==> config.mk <==
export PLATFORM = sky130hd
export DESIGN_NAME = cooperative_thread_wake_scheduler_top
export DESIGN_NICKNAME = d
export VERILOG_FILES = /design/src/cwsch_pkg.sv /design/src/cwsch_ram.sv /design/src/cwsch_ctrl.sv /design/src/cwsch_datapath.sv /design/src/cooperative_thread_wake_scheduler_top.sv
export SDC_FILE = /design/constraint.sdc
export NUM_CORES = 2
export LEC_CHECK = 0
export BUFFER_PORTS_ARGS = -buffer_cell sky130_fd_sc_hd__buf_2
export CORE_UTILIZATION = 45
export DETAILED_ROUTE_END_ITERATION = 10
export HOLD_SLACK_MARGIN = 0.06
export PLACE_DENSITY = 0.6
export RECOVER_POWER = 100
export SYNTH_ARGS = -nofsm -noshare
export SYNTH_HDL_FRONTEND = slang
export SYNTH_SLANG_ARGS = --single-unit
==> constraint.sdc <==
create_clock -name clk -period 8.94 [get_ports clk]
set_clock_uncertainty 0.2 [all_clocks]
set_input_delay 0 -clock clk [delete_from_list [all_inputs] [get_ports clk]]
set_output_delay 0 -clock clk [all_outputs]
set_load 0.005 [all_outputs]
==> src/cwsch_pkg.sv <==
// ----------------------------------------------------------------------------
// cwsch_pkg
// Shared types and constants of the cooperative thread wake scheduler.
// ----------------------------------------------------------------------------
package cwsch_pkg;

	localparam int THREAD_W   = 6;
	localparam int TIME_W     = 32;
	localparam int OP_W       = 3;
	localparam int IN_DATA_W  = 72;
	localparam int OUT_DATA_W = 24;
	// marks examined per scan step
	localparam int MARK_STEP  = 8;
	localparam int MARK_SW    = 3;

	typedef logic [THREAD_W-1:0] thread_t;

	typedef enum logic [OP_W-1:0] {
		OP_YIELD   = 3'd0,
		OP_READY   = 3'd1,
		OP_DELAY   = 3'd2,
		OP_TRIGGER = 3'd3,
		OP_TICK    = 3'd4,
		OP_CLEAR   = 3'd5
	} op_t;

	typedef enum logic [2:0] {
		ST_IDLE,
		ST_DECODE,
		ST_SCAN,
		ST_SHIFT,
		ST_MARKS,
		ST_FINISH
	} state_t;

	typedef struct packed {
		logic load;
		logic decode;
		logic scan;
		logic shift;
		logic shift_end;
		logic marks;
		logic emit;
	} cmd_t;

	typedef struct packed {
		logic is_tick;
		logic dly_any;
		logic scan_hit;
		logic scan_done;
		logic shift_done;
		logic mark_done;
	} stat_t;

endpackage

==> src/cwsch_ram.sv <==
// ----------------------------------------------------------------------------
// cwsch_ram
// Generic simple dual-port RAM: one write port, one read port, registered read.
// ----------------------------------------------------------------------------
module cwsch_ram #(
	parameter int WIDTH = 8,
	parameter int DEPTH = 16,
	parameter int AW    = (DEPTH > 1) ? $clog2(DEPTH) : 1
) (
	input  logic             clk,
	input  logic             we,
	input  logic [AW-1:0]    waddr,
	input  logic [WIDTH-1:0] wdata,
	input  logic             re,
	input  logic [AW-1:0]    raddr,
	output logic [WIDTH-1:0] rdata
);

	logic [WIDTH-1:0] mem [DEPTH];

	always_ff @(posedge clk) begin
		if (we) begin
			mem[waddr] <= wdata;
		end
		if (re) begin
			rdata <= mem[raddr];
		end
	end

endmodule

==> src/cwsch_ctrl.sv <==
// ----------------------------------------------------------------------------
// cwsch_ctrl
// Controller: sequences decode, delay scan, delay close-up, mark scan and the
// output beat; owns both handshakes.
// ----------------------------------------------------------------------------
module cwsch_ctrl
	import cwsch_pkg::*;
(
	input  logic  clk,
	input  logic  arst_n,
	input  logic  s_tvalid,
	output logic  s_tready,
	output logic  m_tvalid,
	input  logic  m_tready,
	input  stat_t stat,
	output cmd_t  cmd
);

	state_t state_q, state_d;
	logic   m_tvalid_q;
	logic   out_free;

	assign out_free = !m_tvalid_q || m_tready;

	always_comb begin
		state_d = state_q;
		unique case (state_q)
			ST_IDLE: begin
				if (s_tvalid) begin
					state_d = ST_DECODE;
				end
			end
			ST_DECODE: begin
				if (!stat.is_tick) begin
					state_d = ST_FINISH;
				end else if (stat.dly_any) begin
					state_d = ST_SCAN;
				end else begin
					state_d = ST_MARKS;
				end
			end
			ST_SCAN: begin
				priority if (stat.scan_hit) begin
					state_d = ST_SHIFT;
				end else if (stat.scan_done) begin
					state_d = ST_MARKS;
				end
			end
			ST_SHIFT: begin
				if (stat.shift_done) begin
					state_d = ST_MARKS;
				end
			end
			ST_MARKS: begin
				if (stat.mark_done) begin
					state_d = ST_FINISH;
				end
			end
			ST_FINISH: begin
				if (out_free) begin
					state_d = ST_IDLE;
				end
			end
			default: state_d = ST_IDLE;
		endcase
	end

	always_comb begin
		cmd           = '0;
		cmd.load      = (state_q == ST_IDLE) && s_tvalid;
		cmd.decode    = (state_q == ST_DECODE);
		cmd.scan      = (state_q == ST_SCAN);
		cmd.shift     = (state_q == ST_SHIFT);
		cmd.shift_end = (state_q == ST_SHIFT) && stat.shift_done;
		cmd.marks     = (state_q == ST_MARKS);
		cmd.emit      = (state_q == ST_FINISH) && out_free;
	end

	assign s_tready = (state_q == ST_IDLE);
	assign m_tvalid = m_tvalid_q;

	always_ff @(posedge clk or negedge arst_n) begin
		if (!arst_n) begin
			state_q    <= ST_IDLE;
			m_tvalid_q <= 1'b0;
		end else begin
			state_q <= state_d;
			if (cmd.emit) begin
				m_tvalid_q <= 1'b1;
			end else if (m_tready) begin
				m_tvalid_q <= 1'b0;
			end
		end
	end

endmodule

==> src/cwsch_datapath.sv <==
// ----------------------------------------------------------------------------
// cwsch_datapath
// Datapath: yield FIFO and delay list in RAM, ready and trigger marks,
// elapsed-time compare, mark priority search and the output register.
// ----------------------------------------------------------------------------
module cwsch_datapath
	import cwsch_pkg::*;
#(
	parameter int THREAD_COUNT = 64,
	parameter int YIELD_DEPTH  = 16,
	parameter int DELAY_SLOTS  = 16
) (
	input  logic                  clk,
	input  logic                  arst_n,
	input  cmd_t                  cmd,
	output stat_t                 stat,
	input  logic [IN_DATA_W-1:0]  s_tdata,
	input  logic [OP_W-1:0]       s_tuser,
	output logic [OUT_DATA_W-1:0] m_tdata
);

	localparam int YA     = (YIELD_DEPTH > 1) ? $clog2(YIELD_DEPTH) : 1;
	localparam int YCW    = $clog2(YIELD_DEPTH + 1);
	localparam int DA     = (DELAY_SLOTS > 1) ? $clog2(DELAY_SLOTS) : 1;
	localparam int DCW    = $clog2(DELAY_SLOTS + 1);
	localparam int MARKS  = (THREAD_COUNT < (1 << THREAD_W)) ? THREAD_COUNT : (1 << THREAD_W);
	localparam int MW     = (MARKS > 1) ? $clog2(MARKS) : 1;
	localparam int GROUPS = (MARKS + MARK_STEP - 1) / MARK_STEP;
	localparam int GW     = (GROUPS > 1) ? $clog2(GROUPS) : 1;
	localparam int PADW   = GROUPS * MARK_STEP;
	localparam int DWORD  = THREAD_W + 2 * TIME_W;

	// event registers
	op_t                op_q;
	thread_t            thread_q;
	logic [TIME_W-1:0]  dly_q;
	logic [TIME_W-1:0]  now_q;

	// queue state
	logic [YA-1:0]      yhead_q;
	logic [YCW-1:0]     ycnt_q;
	logic [DCW-1:0]     dcnt_q;
	logic [MARKS-1:0]   ready_q;
	logic [MARKS-1:0]   trig_q;

	// scan state
	logic [DCW-1:0]     idx_q;
	logic [DCW-1:0]     idx_s1;
	logic               pend_s1;
	logic [GW-1:0]      grp_q;

	// result registers
	logic               st_q;
	logic               tv_q;
	thread_t            tt_q;
	logic               cv_q;
	thread_t            ct_q;
	logic               yv_q;
	logic [OUT_DATA_W-1:0] m_tdata_q;

	// yield FIFO
	logic [YCW:0]       tail_sum;
	logic [YCW:0]       tail;
	logic               y_full;
	logic               y_we;
	logic               y_re;
	thread_t            y_rdata;

	// delay list
	logic               d_full;
	logic               d_we;
	logic [DA-1:0]      d_waddr;
	logic [DWORD-1:0]   d_wdata;
	logic               d_re;
	logic [DWORD-1:0]   d_rdata;
	logic [DCW-1:0]     idx_wr;
	logic [TIME_W-1:0]  elapsed;
	logic               idx_ge;
	logic               hit;

	// marks
	logic [PADW-1:0]      both;
	logic [MARK_STEP-1:0] grp_bits;
	logic [MARK_SW-1:0]   pos;
	logic                 found;
	logic [MW-1:0]        mark_idx;
	logic                 set_ok;

	logic is_yield, is_delay, is_ready, is_trig, is_tick, is_clear;

	assign is_yield = (op_q == OP_YIELD);
	assign is_ready = (op_q == OP_READY);
	assign is_delay = (op_q == OP_DELAY);
	assign is_trig  = (op_q == OP_TRIGGER);
	assign is_tick  = (op_q == OP_TICK);
	assign is_clear = (op_q == OP_CLEAR);

	// yield FIFO: tail is head plus count, wrapped once
	assign tail_sum = (YCW+1)'(yhead_q) + (YCW+1)'(ycnt_q);
	assign tail     = (tail_sum >= (YCW+1)'(YIELD_DEPTH)) ?
		tail_sum - (YCW+1)'(YIELD_DEPTH) : tail_sum;
	assign y_full   = (ycnt_q == YCW'(YIELD_DEPTH));
	assign y_we     = cmd.decode && is_yield && !y_full;
	assign y_re     = cmd.decode && is_tick && (ycnt_q != '0);

	cwsch_ram #(
		.WIDTH (THREAD_W),
		.DEPTH (YIELD_DEPTH)
	) u_yield_ram (
		.clk   (clk),
		.we    (y_we),
		.waddr (tail[YA-1:0]),
		.wdata (thread_q),
		.re    (y_re),
		.raddr (yhead_q),
		.rdata (y_rdata)
	);

	// delay list: word is {owner, length, start}
	assign d_full  = (dcnt_q == DCW'(DELAY_SLOTS));
	assign idx_ge  = (idx_q >= dcnt_q);
	assign d_re    = (cmd.scan || cmd.shift) && !idx_ge;
	assign idx_wr  = idx_s1 - DCW'(1);
	assign elapsed = now_q - d_rdata[TIME_W-1:0];
	assign hit     = cmd.scan && pend_s1 && (elapsed >= d_rdata[2*TIME_W-1:TIME_W]);

	always_comb begin
		if (cmd.shift) begin
			// close up: entry k takes entry k+1
			d_we    = pend_s1;
			d_waddr = idx_wr[DA-1:0];
			d_wdata = d_rdata;
		end else begin
			d_we    = cmd.decode && is_delay && !d_full;
			d_waddr = dcnt_q[DA-1:0];
			d_wdata = {thread_q, dly_q, now_q};
		end
	end

	cwsch_ram #(
		.WIDTH (DWORD),
		.DEPTH (DELAY_SLOTS)
	) u_delay_ram (
		.clk   (clk),
		.we    (d_we),
		.waddr (d_waddr),
		.wdata (d_wdata),
		.re    (d_re),
		.raddr (idx_q[DA-1:0]),
		.rdata (d_rdata)
	);

	// marks: one group of MARK_STEP per cycle, lowest set bit wins
	assign both     = PADW'(ready_q & trig_q);
	assign grp_bits = both[grp_q*MARK_STEP +: MARK_STEP];
	assign found    = cmd.marks && (grp_bits != '0);
	assign mark_idx = MW'({grp_q, pos});
	assign set_ok   = (32'(thread_q) < THREAD_COUNT);

	always_comb begin
		pos = '0;
		for (int b = MARK_STEP - 1; b >= 0; b--) begin
			if (grp_bits[b]) begin
				pos = MARK_SW'(b);
			end
		end
	end

	assign stat.is_tick    = is_tick;
	assign stat.dly_any    = (dcnt_q != '0);
	assign stat.scan_hit   = hit;
	assign stat.scan_done  = !pend_s1 && idx_ge;
	assign stat.shift_done = !pend_s1 && idx_ge;
	assign stat.mark_done  = found || (grp_q == GW'(GROUPS - 1));

	// payload registers
	always_ff @(posedge clk) begin
		if (cmd.load) begin
			op_q     <= op_t'(s_tuser);
			thread_q <= s_tdata[THREAD_W-1:0];
			dly_q    <= s_tdata[THREAD_W +: TIME_W];
			now_q    <= s_tdata[THREAD_W+TIME_W +: TIME_W];
		end
		if (d_re && !hit) begin
			idx_s1 <= idx_q;
		end
		if (cmd.emit) begin
			m_tdata_q <= {2'b00, (yv_q ? y_rdata : thread_t'(0)), yv_q,
				ct_q, cv_q, tt_q, tv_q, st_q};
		end
	end

	always_ff @(posedge clk or negedge arst_n) begin
		if (!arst_n) begin
			yhead_q <= '0;
			ycnt_q  <= '0;
			dcnt_q  <= '0;
			ready_q <= '0;
			trig_q  <= '0;
			idx_q   <= '0;
			pend_s1 <= 1'b0;
			grp_q   <= '0;
			st_q    <= 1'b0;
			tv_q    <= 1'b0;
			tt_q    <= '0;
			cv_q    <= 1'b0;
			ct_q    <= '0;
			yv_q    <= 1'b0;
		end else begin
			if (cmd.load) begin
				st_q <= 1'b0;
				tv_q <= 1'b0;
				tt_q <= '0;
				cv_q <= 1'b0;
				ct_q <= '0;
				yv_q <= 1'b0;
			end

			if (cmd.decode) begin
				idx_q <= '0;
				grp_q <= '0;
				if (is_yield) begin
					if (y_full) begin
						st_q <= 1'b1;
					end else begin
						ycnt_q <= ycnt_q + YCW'(1);
					end
				end
				if (is_delay) begin
					if (d_full) begin
						st_q <= 1'b1;
					end else begin
						dcnt_q <= dcnt_q + DCW'(1);
					end
				end
				if (is_ready && set_ok) begin
					ready_q[thread_q[MW-1:0]] <= 1'b1;
				end
				if (is_trig && set_ok) begin
					trig_q[thread_q[MW-1:0]] <= 1'b1;
				end
				if (y_re) begin
					yv_q   <= 1'b1;
					ycnt_q <= ycnt_q - YCW'(1);
					yhead_q <= (yhead_q == YA'(YIELD_DEPTH - 1)) ? '0 : yhead_q + YA'(1);
				end
				if (is_clear) begin
					yhead_q <= '0;
					ycnt_q  <= '0;
					dcnt_q  <= '0;
				end
			end else if (hit) begin
				// restart the index just past the expired entry for the close-up
				idx_q <= idx_s1 + DCW'(1);
				tv_q  <= 1'b1;
				tt_q  <= d_rdata[DWORD-1 -: THREAD_W];
			end else if (d_re) begin
				idx_q <= idx_q + DCW'(1);
			end

			pend_s1 <= d_re && !hit;

			if (cmd.shift_end) begin
				dcnt_q <= dcnt_q - DCW'(1);
			end

			if (found) begin
				ready_q[mark_idx] <= 1'b0;
				trig_q[mark_idx]  <= 1'b0;
				cv_q <= 1'b1;
				ct_q <= THREAD_W'({grp_q, pos});
			end else if (cmd.marks) begin
				grp_q <= grp_q + GW'(1);
			end
		end
	end

	assign m_tdata = m_tdata_q;

endmodule

==> src/cooperative_thread_wake_scheduler_top.sv <==
// ----------------------------------------------------------------------------
// cooperative_thread_wake_scheduler_top
// Wake scheduler for the threads of a cooperative virtual machine.
// ----------------------------------------------------------------------------
// One event is taken per s-side beat; each event gives exactly one m-side
// beat. Yield, ready, delay, trigger, clear and unused opcodes pass from
// decode straight to the result. A tick runs the delay-list scan through the
// delay RAM, one entry per cycle, which ends early when an expired entry is
// found; then the close-up of the list after removing the expired entry, one
// entry moved per cycle; then the mark search, eight threads per cycle. A
// result held by m-side back-pressure holds back the next result. A new
// event is accepted while the previous result still waits in the output
// register.
module cooperative_thread_wake_scheduler_top
	import cwsch_pkg::*;
#(
	parameter int THREAD_COUNT = 64,
	parameter int YIELD_DEPTH  = 16,
	parameter int DELAY_SLOTS  = 16
) (
	input  logic                  clk,
	input  logic                  arst_n,
	input  logic                  s_tvalid,
	output logic                  s_tready,
	// thread[5:0], delay_ms[37:6], now_ms[69:38], zero fill
	input  logic [IN_DATA_W-1:0]  s_tdata,
	// opcode[2:0]
	input  logic [OP_W-1:0]       s_tuser,
	output logic                  m_tvalid,
	input  logic                  m_tready,
	// status[0], timer_wake_valid[1], timer_wake_thread[7:2],
	// callback_wake_valid[8], callback_wake_thread[14:9],
	// yield_wake_valid[15], yield_wake_thread[21:16], zero fill
	output logic [OUT_DATA_W-1:0] m_tdata
);

	cmd_t  cmd;
	stat_t stat;

	cwsch_ctrl u_ctrl (
		.clk      (clk),
		.arst_n   (arst_n),
		.s_tvalid (s_tvalid),
		.s_tready (s_tready),
		.m_tvalid (m_tvalid),
		.m_tready (m_tready),
		.stat     (stat),
		.cmd      (cmd)
	);

	cwsch_datapath #(
		.THREAD_COUNT (THREAD_COUNT),
		.YIELD_DEPTH  (YIELD_DEPTH),
		.DELAY_SLOTS  (DELAY_SLOTS)
	) u_datapath (
		.clk     (clk),
		.arst_n  (arst_n),
		.cmd     (cmd),
		.stat    (stat),
		.s_tdata (s_tdata),
		.s_tuser (s_tuser),
		.m_tdata (m_tdata)
	);

endmodule
==> flow_summary.yaml <==
timing:
  report.final.hold_viol_count: 0
  timing_worst_slew_pin_value_ns: 4.21
  setup_viol_count_final: 0
  max_clock_freq_mhz: 135
  layout_worst_path_cycle_share_pct: 82.7
  period_minus_slack_ns: 7.39
  max-slew-margin-rel_pct: -181
  final_max_slew_viol_count: 1748
  finalSetupTns_ns: 0
  grt_setup_unrepaired: "no"
placement:
  dp_hpwl_mm: 82.3
  port_buffers: 100
  placement_cell_area_um2: 66100
  globalplace.congestion: 0.823
clocking:
  cts.clk_slew.worst_paths_ns: 0.06
  cts_tree: "yes"
  post-cts-setup-buffer-count: 0
  cts.sink_count: 1563
  cts_repair_resize_count: 0
  ctsLongestPathBuffers: 3
  postCtsHoldBufs: 154
  cts_root_buf: "sky130_fd_sc_hd__clkbuf_16"
  htree_num_levels: 4
  numCtsBuffers: 158
  clk-insertion-delay-late_ns: 0.80
synth:
  ys_types: 79
  ys_warn_count: 0
  count_of_flip_flops_with_a_built_in_enable_after_synthesis: 1392
  postSynth.asyncResetShare_pct: 10.9
  synthTopCellsByArea: "sky130_fd_sc_hd__edfxtp_1 67%, sky130_fd_sc_hd__mux4_2 13%, sky130_fd_sc_hd__dfrtp_1 6.8%, sky130_fd_sc_hd__a21oi_1 1.7%, sky130_fd_sc_hd__ha_1 1.6%"
  synth_top_area_cell: "sky130_fd_sc_hd__edfxtp_1"
  ys_dominant_reg_cell: "sky130_fd_sc_hd__edfxtp_1"
  post_synth_instance_area_um2: 62800
  syn-instance-count: 3420
  synth.ff_latch_count: 1563
  synth_largest_type_area_fraction_pct: 66.5
  synth.avg_cell_area_um2: 18.4
  yosysSeqAreaShare_pct: 73.3
layout:
  multi_input_area_um2: 15800
  finalInstanceArea_um2: 72200
  antenna_cells: 0
  nets: 3955
  final_common_cell: "sky130_fd_sc_hd__edfxtp_1"
  layout-drive-gt1-share_pct: 18.5
  register_area_um2: 46100
  flow.area_growth_from_synthesis_pct: 14.9
  mostFrequentLayoutCells: "1392 x sky130_fd_sc_hd__edfxtp_1, 362 x sky130_fd_sc_hd__mux4_2, 221 x sky130_fd_sc_hd__nand2_1, 213 x sky130_fd_sc_hd__a21oi_1, 176 x sky130_fd_sc_hd__clkbuf_1"
  fillerInstances: 11100
worst_setup_path:
  worstSetupEndpointType: "flip-flop"
  critPathMaxStageDelay_ns: 2.58
  timing.critical_path.cells: "ha_1, a21o_1, a211oi_1, clkbuf_1, buf_4"
  cpMaxStageDelayCell: "sky130_fd_sc_hd__clkbuf_1"
  critical_path_class: "reg2reg"
  arrival_ns: 7.59
  critical_path.reg2reg.startpoint: "u_datapath.idx_q[3]"
  critical_path.startpoint: "u_datapath.idx_q[3]"
  critical_path_required_ns: 9.14
  critPathLaunchType: "flip-flop"
  critPathMaxFanout: 41
die:
  start_util_pct: 45.5
  overall_die_area_um2: 141000
  design.core.area_um2: 138000
  die_h_um: 376
  rows: 136
  fp.dieW_um: 376
  io-pin-count: 105
outcome:
  result_of_the_run: "complete, but fails checks"
  violations: "capacitance limit, slew limit"
drt:
  post_route_antenna_net_violation_count: 0
  route.final.wire_length_mm: 150
  detailedRoute.firstPassIterationCount: 5
  avgRoutedWirePerCell_um: 26.0
  post-route-drc-count: 0
  vias_per_cell: 5.73
  dr_total_vias: 33100
  drt_iter0_markers: 3069
min_path:
  startpoint_of_the_worst_hold_path: "s_tdata[18]"
  min-delay-path-class: "in2reg"
power_and_ir_drop:
  p_switching_mw: 4.38
  power.combinational.fraction_pct: 13.0
  seq_power_share_pct: 49.7
  p_sw_share_pct: 25.0
  power_density_nw_per_um2: 242
  vdd_drop_max_mv: 0.180
  portion_of_total_power_attributed_to_the_clock_network_pct: 37.3
  total_power_mw: 17.5
  cellInternalPower_mw: 13.1
  total_leakage_power_nw: 23.8
global_route:
  number_of_antenna_violations_at_the_first_check_in_global_routing: 2
  grt_usage_pct: 21.5
  grt_overflow_total: 0
  grt_start_max_net_pins: 105
  wire_length_of_the_first_global_routing_pass_mm: 222
  grt_pass1_vias: 33600
run:
  number_of_violations_of_the_max_capacitance_limit: 51
[cell usage after synthesis (all sizes together), types with 3 or more instances]
library cell,number
o31ai,7
nor2b,15
nor2,151
clkbuf,117
a31oi,10
and2,14
and3,13
xnor2,29
nand3b,6
a211oi,10
mux2,3
xor2,13
a31o,3
or3b,3
and4,4
a21o,24
o21a,9
nand2,222
or3,5
o211ai,9
o22a,32
o22ai,16
a21boi,3
a221oi,14
ha,81
nand2b,12
and3b,3
a22oi,10
a311oi,3
buf,43
a21oi,233
o21ai,123
edfxtp,1392
nand3,49
nand4,15
fa,3
dfrtp,171
or2,11
inv,84
nor3,25
mux4,362
mux2i,28
nor4,11
nor3b,10
[cells by family after synthesis]
logic type | synth area share [%]
buf+inv | 1.54
compound gates | 5.06
xor+xnor | 0.585
mux | 13.5
simple gates | 4.29
fa+ha+maj | 1.71
flops | 73.3
other cells | 0.00597
[registers in the layout (all words and copies together), names as in the netlist, 3 cells and up]
register                      count
u_ctrl.state_q                    3
u_datapath.ct_q                   6
u_datapath.dcnt_q                 5
u_datapath.dly_q                 32
u_datapath.grp_q                  3
u_datapath.idx_q                  5
u_datapath.idx_s1                 5
u_datapath.m_tdata               22
u_datapath.now_q                 32
u_datapath.op_q                   3
u_datapath.ready_q               64
u_datapath.thread_q               6
u_datapath.trig_q                64
u_datapath.tt_q                   6
u_datapath.u_delay_ram.mem     1120
u_datapath.u_delay_ram.rdata     70
u_datapath.u_yield_ram.mem       96
u_datapath.u_yield_ram.rdata      6
u_datapath.ycnt_q                 5
u_datapath.yhead_q                4
[final timing paths]
path	to	slack, ns	depth (start not counted)
max	u_datapath.u_delay_ram.rdata[19]	1.55	5
min	u_datapath.dly_q[12]	0.24	3
max reg2reg	u_datapath.u_delay_ram.rdata[19]	1.55	5
min reg2reg	u_datapath.m_tdata[12]	0.24	0
max in group asynchronous	u_datapath.trig_q[23]	4.65	4
min in group asynchronous	u_datapath.st_q	0.52	4
[final cells by class]
class	count	area share [%]
Inverter	84	0.438
Clock inverter	74	1.12
Tap cell	1863	3.23
Clock buffer	211	5.98
Sequential cell	1563	63.8
Timing Repair Buffer	371	3.49
Multi-Input combinational cell	1614	21.9
[through the flow]
step / instances / util, % / hold slack (ns) / worst slack (ns)
global placement: 5341 / 47.9 / -0.0233 / 2.76
CTS: 5780 / 52.8 / 0.184 / 2.69
detailed placement: 5341 / 47.9 / -0.0219 / 2.72
finish: 5780 / 52.3 / 0.242 / 1.55
global route: 5780 / 52.3 / 0.226 / 1.13
floorplan: 3421 / - / -0.496 / 2.36
[worst max-delay path: cells and delay by family, from the launching register on]
kind	cells	cell delay, ns
buffers and inverters	2	3.42
flip-flops	1	1.82
adder cells (fa/ha/maj)	1	0.47
AO/OA/AOI/OAI	2	1.02
[routing by layer]
metal | wire, um | vias to the layer above | GRT usage, %
met4 | 3420 | 2 | 5.95
li1 | - | 14500 | -
met2 | 73800 | 961 | 35.0
met1 | 64700 | 17500 | 30.0
met3 | 8090 | 213 | 3.61
met5 | 13 | - | 0
[power groups by stage]
stage	clock network [mW]	logic (mW)	registers (mW)
after floorplan	0	1.64	8.72
after global placement	0	2.28	8.82
after detailed placement	0	2.30	8.82
after CTS	6.65	2.37	8.67
after global routing	6.91	2.50	8.72
final	6.53	2.27	8.69
Note: power is estimated with default switching activity, not from simulation.
